--- src/hw/rtl/fqs_pkg.sv ---
// fqs_pkg: shared constants, codes and controller/datapath bundles for the
// search queue. Depends on nothing; used by fqs_ctrl, fqs_dp and the top level.
`timescale 1ns / 1ps
`default_nettype none

package fqs_pkg;

    localparam int DEPTH      = 16;
    localparam int DATA_WIDTH = 32;
    localparam int ADDR_W     = $clog2(DEPTH);
    localparam int CNT_W      = $clog2(DEPTH + 1);

    // fixed port widths
    localparam int CMD_W    = 2;
    localparam int VALUE_W  = 32;
    localparam int STATUS_W = 2;
    localparam int FILL_W   = 5;
    localparam int POS_W    = 4;

    localparam logic [CMD_W-1:0] CMD_PUSH   = 2'd0;
    localparam logic [CMD_W-1:0] CMD_POP    = 2'd1;
    localparam logic [CMD_W-1:0] CMD_SEARCH = 2'd2;

    localparam logic [STATUS_W-1:0] ST_OK    = 2'd0;
    localparam logic [STATUS_W-1:0] ST_EMPTY = 2'd1;
    localparam logic [STATUS_W-1:0] ST_FULL  = 2'd2;

    // how the datapath closes a request
    typedef enum logic [2:0] {
        RESP_NONE,
        RESP_NOP,
        RESP_PUSH,
        RESP_FULL,
        RESP_EMPTY,
        RESP_POP,
        RESP_HIT,
        RESP_MISS
    } resp_t;

    typedef struct packed {
        logic  load;
        logic  rd_head;
        logic  rd_scan;
        logic  scan_clr;
        resp_t resp;
    } ctl_cmd_t;

    typedef struct packed {
        logic [CMD_W-1:0] cmd;
        logic             empty;
        logic             full;
        logic             match;
        logic             scan_last;
    } dp_stat_t;

    function automatic logic [ADDR_W-1:0] ring_add(
        input logic [ADDR_W-1:0] base,
        input logic [ADDR_W-1:0] off
    );
        logic [ADDR_W:0] s;
        s = {1'b0, base} + {1'b0, off};
        if (s >= (ADDR_W + 1)'(DEPTH))
        begin
            s = s - (ADDR_W + 1)'(DEPTH);
        end
        return s[ADDR_W-1:0];
    endfunction

endpackage

`default_nettype wire

--- src/hw/rtl/fifo_queue_with_search_core.sv ---
// fifo_queue_with_search_core: top level of the search queue, joining the
// sequencer and the datapath. Depends on fqs_pkg, fqs_ctrl, fqs_dp, fqs_ram.
//
//  channel   handshake        payload                                      width
//  request   start / busy     cmd, value                                   2, 32
//  result    done (strobe)    status, pop_value, fill_count, found,        2, 32, 5,
//                             found_position                                1, 4
//
// push, refused push, empty pop, unused code: busy only for the decode state after acceptance
// pop: busy through decode and the pop wait state (one registered read of the entry ram)
// search: busy through decode and the walk, which ends on a hit at position p or, for a miss,
// after all count entries; one ram read per entry sets the walk
// done pulses for one cycle, the first cycle with busy low; a new request can be
// taken in that same cycle. reset clears head, count, done and controller state only
`timescale 1ns / 1ps
`default_nettype none

module fifo_queue_with_search_core (
    input  wire logic                                clk,
    input  wire logic                                rst_n,
    input  wire logic                                start,
    output logic                                     busy,
    input  wire logic [fqs_pkg::CMD_W-1:0]           cmd,
    input  wire logic signed [fqs_pkg::VALUE_W-1:0]  value,
    output logic                                     done,
    output logic [fqs_pkg::STATUS_W-1:0]             status,
    output logic signed [fqs_pkg::VALUE_W-1:0]       pop_value,
    output logic [fqs_pkg::FILL_W-1:0]               fill_count,
    output logic                                     found,
    output logic [fqs_pkg::POS_W-1:0]                found_position
);

    fqs_pkg::ctl_cmd_t ctl;
    fqs_pkg::dp_stat_t stat;

    fqs_ctrl u_ctrl (
        .clk   (clk),
        .rst_n (rst_n),
        .start (start),
        .busy  (busy),
        .stat  (stat),
        .ctl   (ctl)
    );

    fqs_dp u_dp (
        .clk            (clk),
        .rst_n          (rst_n),
        .cmd            (cmd),
        .value          (value),
        .ctl            (ctl),
        .stat           (stat),
        .done           (done),
        .status         (status),
        .pop_value      (pop_value),
        .fill_count     (fill_count),
        .found          (found),
        .found_position (found_position)
    );

endmodule

`default_nettype wire

--- src/hw/rtl/fqs_ram.sv ---
// fqs_ram: generic single-write, single-read memory with registered read data.
// No dependencies; contents are undefined until written.
`timescale 1ns / 1ps
`default_nettype none

module fqs_ram #(
    parameter int WIDTH = 32,
    parameter int DEPTH = 16
) (
    input  wire logic                     clk,
    input  wire logic                     we,
    input  wire logic [$clog2(DEPTH)-1:0] waddr,
    input  wire logic [WIDTH-1:0]         wdata,
    input  wire logic                     re,
    input  wire logic [$clog2(DEPTH)-1:0] raddr,
    output logic      [WIDTH-1:0]         rdata
);

    logic [WIDTH-1:0] mem [DEPTH];

    always_ff @(posedge clk)
    begin
        if (we)
        begin
            mem[waddr] <= wdata;
        end
        if (re)
        begin
            rdata <= mem[raddr];
        end
    end

endmodule

`default_nettype wire

--- src/hw/rtl/fqs_dp.sv ---
// fqs_dp: queue datapath - head and count registers, entry ram, scan index,
// key compare and result registers. Depends on fqs_pkg and fqs_ram.
`timescale 1ns / 1ps
`default_nettype none

module fqs_dp (
    input  wire logic                          clk,
    input  wire logic                          rst_n,
    input  wire logic [fqs_pkg::CMD_W-1:0]     cmd,
    input  wire logic signed [fqs_pkg::VALUE_W-1:0] value,
    input  wire fqs_pkg::ctl_cmd_t             ctl,
    output fqs_pkg::dp_stat_t                  stat,
    output logic                               done,
    output logic [fqs_pkg::STATUS_W-1:0]       status,
    output logic signed [fqs_pkg::VALUE_W-1:0] pop_value,
    output logic [fqs_pkg::FILL_W-1:0]         fill_count,
    output logic                               found,
    output logic [fqs_pkg::POS_W-1:0]          found_position
);

    localparam int AW = fqs_pkg::ADDR_W;
    localparam int CW = fqs_pkg::CNT_W;
    localparam int DW = fqs_pkg::DATA_WIDTH;

    logic [AW-1:0]             head_reg, head_next;
    logic [CW-1:0]             count_reg, count_next;
    logic [AW-1:0]             idx_reg, idx_next;
    logic [fqs_pkg::CMD_W-1:0] cmd_reg;
    logic [DW-1:0]             key_reg;

    logic                          done_reg, done_next;
    logic [fqs_pkg::STATUS_W-1:0]  status_reg, status_next;
    logic [DW-1:0]                 popv_reg, popv_next;
    logic [CW-1:0]                 fill_reg, fill_next;
    logic                          found_reg, found_next;
    logic [AW-1:0]                 pos_reg, pos_next;

    logic          ram_we;
    logic [AW-1:0] ram_waddr;
    logic          ram_re;
    logic [AW-1:0] ram_raddr;
    logic [DW-1:0] ram_rdata;
    logic [AW-1:0] idx_inc;

    assign idx_inc   = idx_reg + 1'b1;
    assign ram_we    = (ctl.resp == fqs_pkg::RESP_PUSH);
    assign ram_waddr = fqs_pkg::ring_add(head_reg, count_reg[AW-1:0]);
    assign ram_re    = ctl.rd_head | ctl.rd_scan;
    assign ram_raddr = ctl.rd_scan ? fqs_pkg::ring_add(head_reg, idx_inc) : head_reg;

    fqs_ram #(
        .WIDTH (DW),
        .DEPTH (fqs_pkg::DEPTH)
    ) u_ram (
        .clk   (clk),
        .we    (ram_we),
        .waddr (ram_waddr),
        .wdata (key_reg),
        .re    (ram_re),
        .raddr (ram_raddr),
        .rdata (ram_rdata)
    );

    always_comb
    begin
        stat.cmd       = cmd_reg;
        stat.empty     = (count_reg == '0);
        stat.full      = (count_reg == CW'(fqs_pkg::DEPTH));
        stat.match     = (ram_rdata == key_reg);
        stat.scan_last = ((CW'(idx_reg) + 1'b1) == count_reg);
    end

    always_comb
    begin
        head_next   = head_reg;
        count_next  = count_reg;
        idx_next    = idx_reg;
        done_next   = 1'b0;
        status_next = status_reg;
        popv_next   = popv_reg;
        fill_next   = fill_reg;
        found_next  = found_reg;
        pos_next    = pos_reg;

        if (ctl.scan_clr)
        begin
            idx_next = '0;
        end
        else if (ctl.rd_scan)
        begin
            idx_next = idx_inc;
        end

        if (ctl.resp != fqs_pkg::RESP_NONE)
        begin
            done_next   = 1'b1;
            status_next = fqs_pkg::ST_OK;
            popv_next   = '0;
            fill_next   = count_reg;
            found_next  = 1'b0;
            pos_next    = '0;
        end

        case (ctl.resp)
            fqs_pkg::RESP_PUSH:
            begin
                count_next = count_reg + 1'b1;
                fill_next  = count_reg + 1'b1;
            end
            fqs_pkg::RESP_FULL:
            begin
                status_next = fqs_pkg::ST_FULL;
            end
            fqs_pkg::RESP_EMPTY:
            begin
                status_next = fqs_pkg::ST_EMPTY;
            end
            fqs_pkg::RESP_POP:
            begin
                popv_next  = ram_rdata;
                head_next  = fqs_pkg::ring_add(head_reg, AW'(1));
                count_next = count_reg - 1'b1;
                fill_next  = count_reg - 1'b1;
            end
            fqs_pkg::RESP_HIT:
            begin
                found_next = 1'b1;
                pos_next   = idx_reg;
            end
            default:
            begin
            end
        endcase
    end

    always_ff @(posedge clk or negedge rst_n)
    begin
        if (!rst_n)
        begin
            head_reg  <= '0;
            count_reg <= '0;
            done_reg  <= 1'b0;
        end
        else
        begin
            head_reg  <= head_next;
            count_reg <= count_next;
            done_reg  <= done_next;
        end
    end

    // request latch, scan index and result payload
    always_ff @(posedge clk)
    begin
        if (ctl.load)
        begin
            cmd_reg <= cmd;
            key_reg <= value[DW-1:0];
        end
        idx_reg    <= idx_next;
        status_reg <= status_next;
        popv_reg   <= popv_next;
        fill_reg   <= fill_next;
        found_reg  <= found_next;
        pos_reg    <= pos_next;
    end

    assign done           = done_reg;
    assign status         = status_reg;
    assign pop_value      = fqs_pkg::VALUE_W'(popv_reg);
    assign fill_count     = fqs_pkg::FILL_W'(fill_reg);
    assign found          = found_reg;
    assign found_position = fqs_pkg::POS_W'(pos_reg);

`ifndef SYNTHESIS
    a_count_bound: assert property (@(posedge clk) disable iff (!rst_n)
        count_reg <= CW'(fqs_pkg::DEPTH))
        else $error("entry count beyond depth");

    a_no_write_full: assert property (@(posedge clk) disable iff (!rst_n)
        ram_we |-> !stat.full)
        else $error("write into a full queue");

    a_strobe_follows: assert property (@(posedge clk) disable iff (!rst_n)
        (ctl.resp != fqs_pkg::RESP_NONE) |=> done_reg)
        else $error("closed request gave no result strobe");
`endif

endmodule

`default_nettype wire

--- src/hw/rtl/fqs_ctrl.sv ---
// fqs_ctrl: request sequencer for the search queue - accepts a request,
// drives the datapath through pop reads and the search walk. Depends on fqs_pkg.
`timescale 1ns / 1ps
`default_nettype none

module fqs_ctrl (
    input  wire logic              clk,
    input  wire logic              rst_n,
    input  wire logic              start,
    output logic                   busy,
    input  wire fqs_pkg::dp_stat_t stat,
    output fqs_pkg::ctl_cmd_t      ctl
);

    typedef enum logic [1:0] {
        S_IDLE,
        S_EXEC,
        S_POP_WAIT,
        S_SEARCH
    } state_t;

    state_t state_reg, state_next;
    logic   busy_reg, busy_next;

    always_comb
    begin
        state_next   = state_reg;
        ctl.load     = 1'b0;
        ctl.rd_head  = 1'b0;
        ctl.rd_scan  = 1'b0;
        ctl.scan_clr = 1'b0;
        ctl.resp     = fqs_pkg::RESP_NONE;

        unique case (state_reg)
            S_IDLE:
            begin
                if (start && !busy_reg)
                begin
                    ctl.load   = 1'b1;
                    state_next = S_EXEC;
                end
            end
            S_EXEC:
            begin
                state_next = S_IDLE;
                unique case (stat.cmd)
                    fqs_pkg::CMD_PUSH:
                    begin
                        ctl.resp = stat.full ? fqs_pkg::RESP_FULL : fqs_pkg::RESP_PUSH;
                    end
                    fqs_pkg::CMD_POP:
                    begin
                        if (stat.empty)
                        begin
                            ctl.resp = fqs_pkg::RESP_EMPTY;
                        end
                        else
                        begin
                            ctl.rd_head = 1'b1;
                            state_next  = S_POP_WAIT;
                        end
                    end
                    fqs_pkg::CMD_SEARCH:
                    begin
                        if (stat.empty)
                        begin
                            ctl.resp = fqs_pkg::RESP_MISS;
                        end
                        else
                        begin
                            ctl.rd_head  = 1'b1;
                            ctl.scan_clr = 1'b1;
                            state_next   = S_SEARCH;
                        end
                    end
                    default:
                    begin
                        ctl.resp = fqs_pkg::RESP_NOP;
                    end
                endcase
            end
            S_POP_WAIT:
            begin
                ctl.resp   = fqs_pkg::RESP_POP;
                state_next = S_IDLE;
            end
            S_SEARCH:
            begin
                // read data belongs to the current scan index
                if (stat.match)
                begin
                    ctl.resp   = fqs_pkg::RESP_HIT;
                    state_next = S_IDLE;
                end
                else if (stat.scan_last)
                begin
                    ctl.resp   = fqs_pkg::RESP_MISS;
                    state_next = S_IDLE;
                end
                else
                begin
                    ctl.rd_scan = 1'b1;
                end
            end
            default:
            begin
                state_next = S_IDLE;
            end
        endcase

        busy_next = (state_next != S_IDLE);
    end

    always_ff @(posedge clk or negedge rst_n)
    begin
        if (!rst_n)
        begin
            state_reg <= S_IDLE;
            busy_reg  <= 1'b0;
        end
        else
        begin
            state_reg <= state_next;
            busy_reg  <= busy_next;
        end
    end

    assign busy = busy_reg;

`ifndef SYNTHESIS
    a_busy_state: assert property (@(posedge clk) disable iff (!rst_n)
        busy_reg == (state_reg != S_IDLE))
        else $error("busy flag out of step with state");

    a_load_idle: assert property (@(posedge clk) disable iff (!rst_n)
        ctl.load |=> (state_reg == S_EXEC))
        else $error("accepted request did not reach decode");

    a_scan_bound: assert property (@(posedge clk) disable iff (!rst_n)
        ctl.rd_scan |-> (!stat.scan_last && !stat.match))
        else $error("search walked past the last entry");
`endif

endmodule

`default_nettype wire
--- config.mk ---
export PLATFORM = sky130hd
export DESIGN_NAME = fifo_queue_with_search_core
export DESIGN_NICKNAME = d
export VERILOG_FILES = /design/src/hw/rtl/fqs_pkg.sv /design/src/hw/rtl/fifo_queue_with_search_core.sv /design/src/hw/rtl/fqs_ram.sv /design/src/hw/rtl/fqs_dp.sv /design/src/hw/rtl/fqs_ctrl.sv
export SDC_FILE = /design/constraint.sdc
export NUM_CORES = 1
export LEC_CHECK = 0
export BUFFER_PORTS_ARGS = -buffer_cell sky130_fd_sc_hd__buf_2
export CORE_ASPECT_RATIO = 1.25
export CORE_MARGIN = 3
export CORE_UTILIZATION = 51
export CTS_BUF_LIST = sky130_fd_sc_hd__clkbuf_4
export DETAILED_ROUTE_END_ITERATION = 10
export HOLD_SLACK_MARGIN = 0.05
export PLACE_DENSITY = 0.68
export SETUP_SLACK_MARGIN = 0.15
export SYNTH_ARGS = -nofsm -noshare
export SYNTH_HDL_FRONTEND = slang
export SYNTH_SLANG_ARGS = --single-unit
--- constraint.sdc ---
create_clock -name clk -period 5.5 [get_ports clk]
set_input_delay 0.275 -clock clk [delete_from_list [all_inputs] [get_ports clk]]
set_output_delay 0.275 -clock clk [all_outputs]
set_load 0.005 [all_outputs]
Word level (Yosys, flattened, before mapping)
Memories as Yosys holds them, arrays and structs flattened. A register that Yosys moved wholly into a read port is not among the register bits.
Index checks and enable logic that the tools add are counted.
- bits in registers: 95
- latch bits: 0
- RAM bits: 512
- bits in read-only memories: 0
- input bits: 37
- logic and storage cells: 94
- memories kept: 1
- memories (name ; depth ; bits a word ; read ports ; clocked after Yosys merged registers in ; write ports ; RTL line ; source):
    u_dp.u_ram.mem ; 16 ; 32 ; 1 ; 1 ; 1 ; fqs_ram.sv:19 ; logic [WIDTH-1:0] mem [DEPTH];
- $add $sub $neg: 10
- $mul: 0
- div/mod/pow operators: 0
- magnitude comparators: 3
- equal/unequal tests: 13
- shift-type cells: 0
- mux-type cells: 40
- bitwise logic cells: 1
- reduce and logical (&&, ||, !) cells: 13
- operators with widths (cell ; count):
    32-bit 2-to-1 mux ; 2
    32-bit == test ; 1
    4-bit 2-to-1 mux ; 6
    5-bit case mux with 2 select lines ; 2
    3-bit case mux with 3 select lines ; 2
    5-bit >= comparator, second input constant ; 3
    1-bit 2-to-1 mux ; 14
    2-bit 2-to-1 mux ; 6
    3-bit 2-to-1 mux ; 4
    4-bit by 1-bit subtractor with 4-bit output, second input constant ; 3
    4-bit by 1-bit adder with 5-bit output, second input constant ; 2
    4-bit by 4-bit adder with 5-bit output ; 2
    3-bit == test, second input constant ; 3
    3-bit nonzero test ; 3
    2-bit case mux with 2 select lines ; 2
    2-bit case mux with 4 select lines ; 1
    2-bit nonzero test ; 4
    2-bit == test, second input constant ; 3
    3-bit by 2-bit == test with 1-bit output, second input constant ; 2
    5-bit by 1-bit adder with 5-bit output, second input constant ; 1
    5-bit == test ; 1
    5-bit == test, second input constant ; 1
    5-bit logical NOT ; 1
    5-bit 2-to-1 mux ; 1
    other kinds (8) ; 10

Longest topological paths before layout
Gate-level depths: netlist (run 1).
- depth after elaboration: 8
- gate-level depth with buffers: 11

Hierarchy
From an unflattened synthesis (run 1), not the netlist that was laid out.
- cell total of the unflattened synthesis: 1161
- area total of the unflattened synthesis: 24596.1 um2
- by module, submodules not included (module ; instances ; cells an instance ; area each (um2) ; sequential area each (um2)):
    fqs_ram ; 1 ; 838 ; 20155.6 ; 16335.7
    fqs_dp ; 1 ; 291 ; 4127.7 ; 2662.6
    fqs_ctrl ; 1 ; 32 ; 312.8 ; 75.1

Worst setup path after synthesis (run 1)
No wires, ideal clock.
- path kind: reg-to-reg
- start: reg u_ctrl.state_reg[1]
- end: reg u_dp.cmd_reg[0] (netlist bit), enable pin
- setup time: 526 ps
- data arrival time: 4231 ps
- required time: 4974 ps
- slack: 743 ps
- stages on the path, launching flop included: 3
- path buffers: 1
- period minus slack after synthesis: 4757 ps
- cell sequence: dfrtp_1 > clkbuf_1 > nor4b_1
- RTL lines (item ; RTL line ; source):
    start: declaration ; fqs_ctrl.sv:22 ; state_t state_reg, state_next;
    start signal: assignment ; fqs_ctrl.sv:123 ; state_reg <= state_next;
    end signal: assignment ; fqs_dp.sv:157 ; cmd_reg <= cmd;
    end: declaration ; fqs_dp.sv:28 ; logic [fqs_pkg::CMD_W-1:0] cmd_reg;

Final worst setup path (run 1)
- start: reg u_dp.key_reg[25]
- end: reg u_dp.u_ram.rdata[26], read port of u_dp.u_ram.mem (data pin)
- cells in the longest elaborated chain, start to end: 4
- elaborated cells on any way between the ends: 5
- those cells by class: 1 x eq/ne; 3 x mux; 1 x bitwise
- RTL lines (item ; RTL line ; source):
    start: declaration ; fqs_dp.sv:29 ; logic [DW-1:0] key_reg;
    start signal: assignment ; fqs_dp.sv:158 ; key_reg <= value[DW-1:0];
    32-bit == test (*) ; fqs_dp.sv:69 ; stat.match = (ram_rdata == key_reg);
    1-bit 2-to-1 mux (*) ; fqs_ctrl.sv:90 ; if (stat.match)
    1-bit 2-to-1 mux (*) ; fqs_ctrl.sv:34 ; unique case (state_reg)
    4-bit 2-to-1 mux / 1-bit bitwise OR (equally long branches) ; fqs_dp.sv:49, fqs_dp.sv:48 ;
    end: declaration ; fqs_ram.sv:16 ; output logic [WIDTH-1:0] rdata
Every way passes the cells marked *; elsewhere a longest branch is shown, timed or not.
A chain may end at the register's enable or synchronous reset.

==> results of run 1 <==
worst register-to-register path, cell delays in order (launching register included):
cell and delay, ns:
edfxtp_1 0.63, xnor2_1 0.65, nand4_1 0.18, nor4_1 0.93
a211oi_4 0.33, mux2_2 0.39, nand2_1 0.54, buf_4 0.40
o22ai_1 0.13, or4_1 0.54
cell usage after synthesis, types with 3 or more instances:
cell type / instances / area (um2)
ha_1: 15 / 188
edfxtp_1: 621 / 18600
dfxtp_1: 5 / 100
inv_1: 9 / 33.8
nor2_1: 27 / 101
buf_1: 8 / 30.0
nand2_1: 34 / 128
o22ai_1: 129 / 807
mux2_2: 3 / 33.8
nor2b_1: 12 / 75.1
mux2i_1: 261 / 2610
o21ai_0: 7 / 35.0
dfrtp_1: 13 / 325
nor4b_1: 3 / 26.3
a22o_1: 5 / 43.8
xnor2_1: 47 / 412
nor3_1: 6 / 30.0
a21oi_1: 9 / 45.0
xor2_1: 6 / 52.6
nand4_1: 11 / 68.8
and2_1: 34 / 213
clkbuf_1: 23 / 86.3
buf_2: 33 / 165
nor4_1: 3 / 18.8
nand3_1: 3 / 15.0
nand2b_1: 4 / 25.0
or4_1: 32 / 240
per-layer routing:
layer	vias up	wire length, um	global-route usage
met4	0	1540	0.0911
met2	620	29900	0.385
met3	116	4490	0.0456
li1	6156	-	-
met1	7027	23800	0.306
met5	-	0	0
cell type report:
| cell class | count | area [um2] | share of cell area |
|---|---|---|---|
| Sequential cell | 639 | 19100 | 0.660 |
| Multi-Input combinational cell | 674 | 5570 | 0.193 |
| Clock buffer | 215 | 1610 | 0.0559 |
| Timing Repair Buffer | 186 | 1410 | 0.0487 |
| Tap cell | 637 | 797 | 0.0276 |
| Clock inverter | 47 | 402 | 0.0139 |
| Inverter | 9 | 33.8 | 0.00117 |
| Antenna cell | 2 | 5.00 | 0.000173 |
how the worst min path moves through the flow:
stage / start / endpoint / slack [ns]
finish: cmd[0] / u_dp.cmd_reg[0]$_DFFE_PP_ / 0.12
detailed placement: rst_n / u_ctrl.busy$_DFF_PN0_ / 0.19
floorplan: rst_n / u_ctrl.busy$_DFF_PN0_ / -0.02
global placement: rst_n / u_ctrl.busy$_DFF_PN0_ / 0.19
CTS: value[10] / u_dp.key_reg[10]$_DFFE_PP_ / 0.05
global route: cmd[0] / u_dp.cmd_reg[0]$_DFFE_PP_ / 0.07
stage by stage:
| stage | cell area, um2 | cells | utilization | hold slack, ns |
|---|---|---|---|---|
| after floorplan | 24800 | 1387 | - | -0.0206 |
| after global placement | 26300 | 2084 | 0.551 | 0.195 |
| after detailed placement | 26300 | 2084 | 0.551 | 0.189 |
| after CTS | 28900 | 2407 | 0.606 | 0.0521 |
| after global routing | 28900 | 2408 | 0.606 | 0.0719 |
| final | 28900 | 2409 | 0.606 | 0.117 |
cell families after synthesis:
kind of cell | Yosys count | synth area share
buf+inv | 74 | 0.0130
fa+ha+maj | 17 | 0.00917
flops | 639 | 0.768
mux | 265 | 0.107
simple gates | 174 | 0.0394
xor+xnor | 55 | 0.0205
compound gates | 163 | 0.0424
repair_timing:
item	4_1_cts	5_1_grt
setup endpoints to repair	0	0
endpoints found under the hold margin	47	0
hold buffers	61	0
cells in the final DEF (no fill, tap or decap), types with 4 or more instances in the layout:
cell type / netlist / final
inv_1: 9 / 9
clkbuf_4: 0 / 215
or4_1: 32 / 32
clkinv_1: 0 / 25
nor3_2: 0 / 4
ha_1: 15 / 15
nand4_1: 11 / 11
nor2b_1: 12 / 11
clkinv_2: 0 / 5
xor2_1: 6 / 6
dfrtp_1: 13 / 13
nand2b_1: 4 / 4
nor2_1: 27 / 15
buf_2: 33 / 82
buf_4: 1 / 38
edfxtp_1: 621 / 621
nand2_1: 34 / 33
o22ai_1: 129 / 129
xnor2_1: 47 / 47
and2_1: 34 / 34
a21oi_1: 9 / 9
mux2i_1: 261 / 260
o21ai_0: 7 / 7
dlygate4sd3_1: 0 / 61
bufinv_16: 0 / 7
dfxtp_1: 5 / 5
buf_12: 0 / 5
clkinvlp_4: 0 / 4
a22o_1: 5 / 4
nor2_4: 0 / 12
power breakdown:
part / switching (mW) / internal (mW) / total [mW]
registers: 0.443 / 6.07 / 6.51
logic: 1.93 / 1.33 / 3.27
clock network: 1.82 / 2.14 / 3.96
==> flow_summary.yaml, run 1 <==
outcome:
  status: "completed"
clocking:
  cts_sinks: 639
  clock_latency_ns: 0.90
  htreeDepth: 4
  post-cts-setup-buffer-count: 0
  numCtsBuffers: 154
  cts_resized: 0
  clk_pin_slew_ns: 0.08
  clockRootBuffer: "clkbuf_4"
  cts_tree: "built"
  cts_buffer_depth: 3
pwr:
  p_total_mw: 13.7
  peakVddDrop_v: 0.000305
  p_leak_nw: 10.9
  pwr_density_cell_nw_per_um2: 475
global_route:
  grt_pass1_vias: 14000
  grt_overflow: 0
  antenna_found_initial: 3
  track_usage: 0.232
  grt_max_degree: 59
  grt_pass1_wl_um: 87000
placement:
  pre_cts_ws_ns: 0.696
  gp_congestion: 0.783
  portBuffers: 82
  dp_hpwl_um: 31900
synth:
  avgSynthCellArea_um2: 17.9
  ys.flop_type: "edfxtp_1"
  ys_ff_latch: 639
  yosys_warnings: 0
  synth_cells: 1387
  synthesis.nets: 1441
  async_flop_share: 0.0203
  netlist_area_um2: 24800
  synth_edf_count: 621
  seq_area_frac_synth: 0.768
  ys_types: 45
critical_path:
  cp_num_buf_inv: 1
  cp.depth: 9
  cp-startpoint: "u_dp.key_reg[25]$_DFFE_PP_"
  worstSetupPathType: "register to register"
  slowest_stage: "nor4_1"
  cp.arrival_ns: 5.60
  required_ns: 6.12
  crit_path_start_kind: "register"
  rr_endpoint: "u_dp.u_ram.rdata[26]$_DFFE_PP_"
  rr_startpoint: "u_dp.key_reg[25]$_DFFE_PP_"
  cp_top_family: "simple AND/OR/NAND/NOR gates"
  crit_chain: "xnor2_1 > nand4_1 > nor4_1 > a211oi_4 > mux2_2 > nand2_1 > buf_4 > o22ai_1 > or4_1"
  crit_fanout: 17
  slowest_delay_ns: 0.93
  cp-end-kind: "register"
  reg2reg_depth: 9
  r2r_slack_ns: 0.52
  worstSetupEndpoint: "u_dp.u_ram.rdata[26]$_DFFE_PP_"
layout:
  drive_gt1_frac: 0.220
  largest_register_ffs: 512
  syn_to_final_growth_pct: 16.4
  fill_cells: 3568
  top_register: "u_dp.u_ram.mem"
  nets: 1718
timing:
  post-route-period-util: 0.906
  relSlewSlack: 0.192
  slew_viol_final: 0
  finalClockSkew_ns: 0.0481
  tightest_slew_ns: 1.21
  final-hold-violation-count: 0
  finalSetupViolCount: 0
  fin_crit_ns: 4.98
  tns_ns: 0
  timing.final.ws_setup_ns: 0.518
  rsz0062_at_grt: "no"
  clock.fmax_ghz: 0.201
floorplan:
  core_area_um2: 47700
  die-area_um2: 51400
  fp.dieH_um: 253
  ios: 83
  row_count: 89
  start_util: 0.521
  die-width_um: 203
drt:
  drc: 0
  drt-initial-drc-count: 1350
  vias: 13900
  drt-pass1-iter-count: 5
  viasPerCell: 5.78
  finalWirelength_um: 59700
  antenna_left: 0
  wl_per_cell_um: 24.8
worst_hold_path:
  min_path_type: "input pin to register"
  hold-path-cell-count: 2
job:
  max_cap_viol_count: 0
Note: power is estimated with default switching activity, not from simulation.
==> run 2: changes to the inputs <==
--- a/config.mk
+++ b/config.mk
@@ -6,14 +6,17 @@
 export NUM_CORES = 1
 export LEC_CHECK = 0
 export BUFFER_PORTS_ARGS = -buffer_cell sky130_fd_sc_hd__buf_2
+export CELL_PAD_IN_SITES_DETAIL_PLACEMENT = 1
+export CELL_PAD_IN_SITES_GLOBAL_PLACEMENT = 2
 export CORE_ASPECT_RATIO = 1.25
 export CORE_MARGIN = 3
 export CORE_UTILIZATION = 51
 export CTS_BUF_LIST = sky130_fd_sc_hd__clkbuf_4
 export DETAILED_ROUTE_END_ITERATION = 10
 export HOLD_SLACK_MARGIN = 0.05
-export PLACE_DENSITY = 0.68
+export PLACE_DENSITY_LB_ADDON = 0.1
 export SETUP_SLACK_MARGIN = 0.15
 export SYNTH_ARGS = -nofsm -noshare
 export SYNTH_HDL_FRONTEND = slang
+export SYNTH_HIERARCHICAL = 1
 export SYNTH_SLANG_ARGS = --single-unit
==> run 2 against run 1 <==
  * Via count shrank 9.7%
  * Sequential share of layout area increased by 0.69 points
  * Combinational power fell by 17%
  * Clock skew down 0.013 ns
  * Cell count fell by 9.0%
  * Die area fell by 0.88%
  * Worst hold slack improved by 0.036 ns
  * Total power fell by 5.6%
  * First-iteration DRC count shrank 25%
  * Design area shrank 1.0%
  * Maximum frequency rose by 3.0%
  * Critical path depth up 2
==> flow_summary.yaml, run 2 <==
placement:
  portBuffers: 82
  dpl_cell_area_um2: 26100
  dp_hpwl_um: 32400
  gp_congestion: 0.707
  pre_cts_ws_ns: 0.712
  place_inst: 1874
layout:
  layout_commonest_cell: "edfxtp_1"
  layout.cells.non_filler: 2191
  finalInstanceArea_um2: 28600
  layout_common_cells: "edfxtp_1, clkbuf_4, mux4_2, buf_2, a22oi_1"
  top_register: "u_dp/u_ram/mem"
  largest_register_ffs: 512
  syn_to_final_growth_pct: 16.3
  drive_gt1_frac: 0.345
  nets: 1504
synth:
  synthTopCellsByArea: "edfxtp_1, mux4_2, a22oi_1, xor2_1, dfrtp_1"
  synth_common_cells: "edfxtp_1, mux4_2, a22oi_1"
  yosys_warnings: 6
  synth_edf_count: 621
  synthesis.nets: 1215
  yosysMostFrequentCell: "edfxtp_1"
  synth_cells: 1161
  seq_area_frac_synth: 0.775
  ys_ff_latch: 639
  avgSynthCellArea_um2: 21.2
  yosysTopAreaCell: "edfxtp_1"
  ys_types: 59
  ys.flop_type: "edfxtp_1"
  netlist_area_um2: 24600
  async_flop_share: 0.0203
  synth.top_cell.area_share: 0.758
global_route:
  antenna_found_initial: 2
  grt_overflow: 0
  grt_pass1_vias: 13900
  grt_max_degree: 95
  grt_pass1_wl_um: 86200
  track_usage: 0.232
critical_path:
  slowest_stage: "nor4_1"
  cpMostUsedCell: "buf_4"
  required_ns: 5.97
  crit_path_start_kind: "register"
  cp.arrival_ns: 5.30
  crit_chain: "xor2_1 > nor4_1 > nand4_1 > nor2_1 > o211ai_1 > o41ai_1 > buf_4 > nor3b_4 > or3b_2 > nor3_2 > buf_4"
  cp-end-kind: "register"
  slowest_delay_ns: 0.73
  crit_fanout: 32
  worstSetupPathType: "register to register"
floorplan:
  die-width_um: 202
  core_area_um2: 47400
  fp.dieH_um: 252
  row_count: 89
  die-area_um2: 50900
  ios: 83
  start_util: 0.518
clocking:
  htreeDepth: 4
  clk_pin_slew_ns: 0.06
  cts_tree: "built"
  cts_buffer_depth: 3
  clockRootBuffer: "clkbuf_4"
  post-cts-setup-buffer-count: 0
  cts_sinks: 639
  numCtsBuffers: 156
  clock_latency_ns: 0.86
pwr:
  p_sw_frac: 0.284
  peakVddDrop_v: 0.000223
  pwr-share-clk: 0.291
  combPwrFrac: 0.211
  power.internal_mw: 9.28
  switching_power_mw: 3.69
  pwr_density_cell_nw_per_um2: 453
  p_leak_nw: 9.56
  p_seq_frac: 0.499
drt:
  wl_per_cell_um: 26.2
  vias: 12600
  drt-initial-drc-count: 1017
  antenna_left: 0
  finalWirelength_um: 57400
  drt-pass1-iter-count: 4
  drc: 0
  viasPerCell: 5.74
timing:
  timing.final.ws_setup_ns: 0.663
  fin_crit_ns: 4.84
  final-hold-violation-count: 0
  finalSetupViolCount: 0
  tns_ns: 0
  tightest_slew_ns: 0.804
  slew_viol_final: 0
  post-route-period-util: 0.879
  rsz0062_at_grt: "no"
  fin_hold_ws_ns: 0.153
  clock.fmax_ghz: 0.207
  relSlewSlack: 0.459
  finalClockSkew_ns: 0.0354
worst_hold_path:
  min_path_type: "input pin to register"
outcome:
  status: "completed"
job:
  max_cap_viol_count: 0
[run 2: cell types whose count changed after synthesis, sizes merged, moves of 6 or more]
| cell | change |
|---|---|
| mux2i | -259 |
| o22ai | -129 |
| mux4 | +128 |
| a22oi | +64 |
| xor2 | +36 |
| xnor2 | -33 |
| or4 | -32 |
| buf | -10 |
| nand2 | +8 |
| nor2b | -7 |
| nor4 | +6 |
| o21ai | -6 |
[run 2: kinds of logic after synthesis]
logic type / after synthesis / share of synthesized area
muxes: 131 / 0.118
adders and majority gates: 17 / 0.00926
xor gates and xnor gates: 56 / 0.0202
DFF: 639 / 0.775
AOI/OAI and AO/OA: 88 / 0.0268
and+or+nand+nor: 164 / 0.0373
buffers and inverters: 66 / 0.0125
[run 2: through the flow]
step / total power, mW / util
2_1_floorplan: 8.27 / -
3_3_place_gp: 9.26 / 0.551
3_5_place_dp: 9.33 / 0.551
4_1_cts: 13.2 / 0.603
5_1_grt: 13.7 / 0.603
6_report: 13.0 / 0.603
[run 2: worst max-delay path, delay by kind of cell (launching register included)]
family	cells	cell delay, ns
and+or+nand+nor	6	2.58
buffers and inverters	2	0.73
DFF	1	0.61
xor gates and xnor gates	1	0.27
AOI/OAI and AO/OA	2	0.24
[run 2: final cells by class]
| cell class | instances | area [um2] |
|---|---|---|
| well taps | 637 | 797 |
| fillers | 4144 | 18800 |
| clock inverters | 39 | 236 |
| repair buffers | 187 | 1400 |
| flip-flops and latches | 639 | 19100 |
| multi-input cells | 456 | 5390 |
| diodes | 1 | 2.50 |
| inverters | 10 | 37.5 |
| clock buffers | 222 | 1670 |
[run 2: routing by layer]
layer	share of wire	vias to the layer above	GRT usage	routed length (um)
li1	-	5422	-	-
met1	0.40	6680	0.295	23100
met2	0.52	383	0.399	30000
met3	0.051	84	0.0449	2920
met4	0.023	0	0.0889	1330
met5	0	-	0	0
[run 2: worst paths after layout]
check | depth (start not counted) | slack [ns] | endpoint | start
setup / recovery | 11 | 0.66 | u_dp/u_ram/mem[0][22]$_DFFE_PP_ | u_dp/key_reg[15]$_DFFE_PP_
hold / removal | 2 | 0.15 | u_dp/key_reg[24]$_DFFE_PP_ | value[24]
setup reg to reg | 11 | 0.66 | u_dp/u_ram/mem[0][22]$_DFFE_PP_ | u_dp/key_reg[15]$_DFFE_PP_
hold reg to reg | 2 | 0.46 | u_dp/found$_SDFFE_PP1P_ | u_dp/found$_SDFFE_PP1P_
max in group asynchronous | 3 | 4.49 | u_dp/count_reg[0]$_DFFE_PN0N_ | rst_n
min in group asynchronous | 3 | 0.55 | u_dp/head_reg[3]$_DFFE_PN0P_ | rst_n
[run 2: power by group through the flow]
stage / sequential [mW] / combinational (mW) / clock (mW)
floorplan: 6.44 / 1.83 / 0
detailed placement: 6.58 / 2.75 / 0
finish: 6.46 / 2.73 / 3.77
global route: 6.54 / 2.98 / 4.14
CTS: 6.48 / 2.79 / 3.91
global placement: 6.55 / 2.71 / 0
[run 2: repair_timing]
item	4_1_cts	5_1_grt
hold buffers	55	0
hold endpoints to repair	47	0
resized for setup	0	0
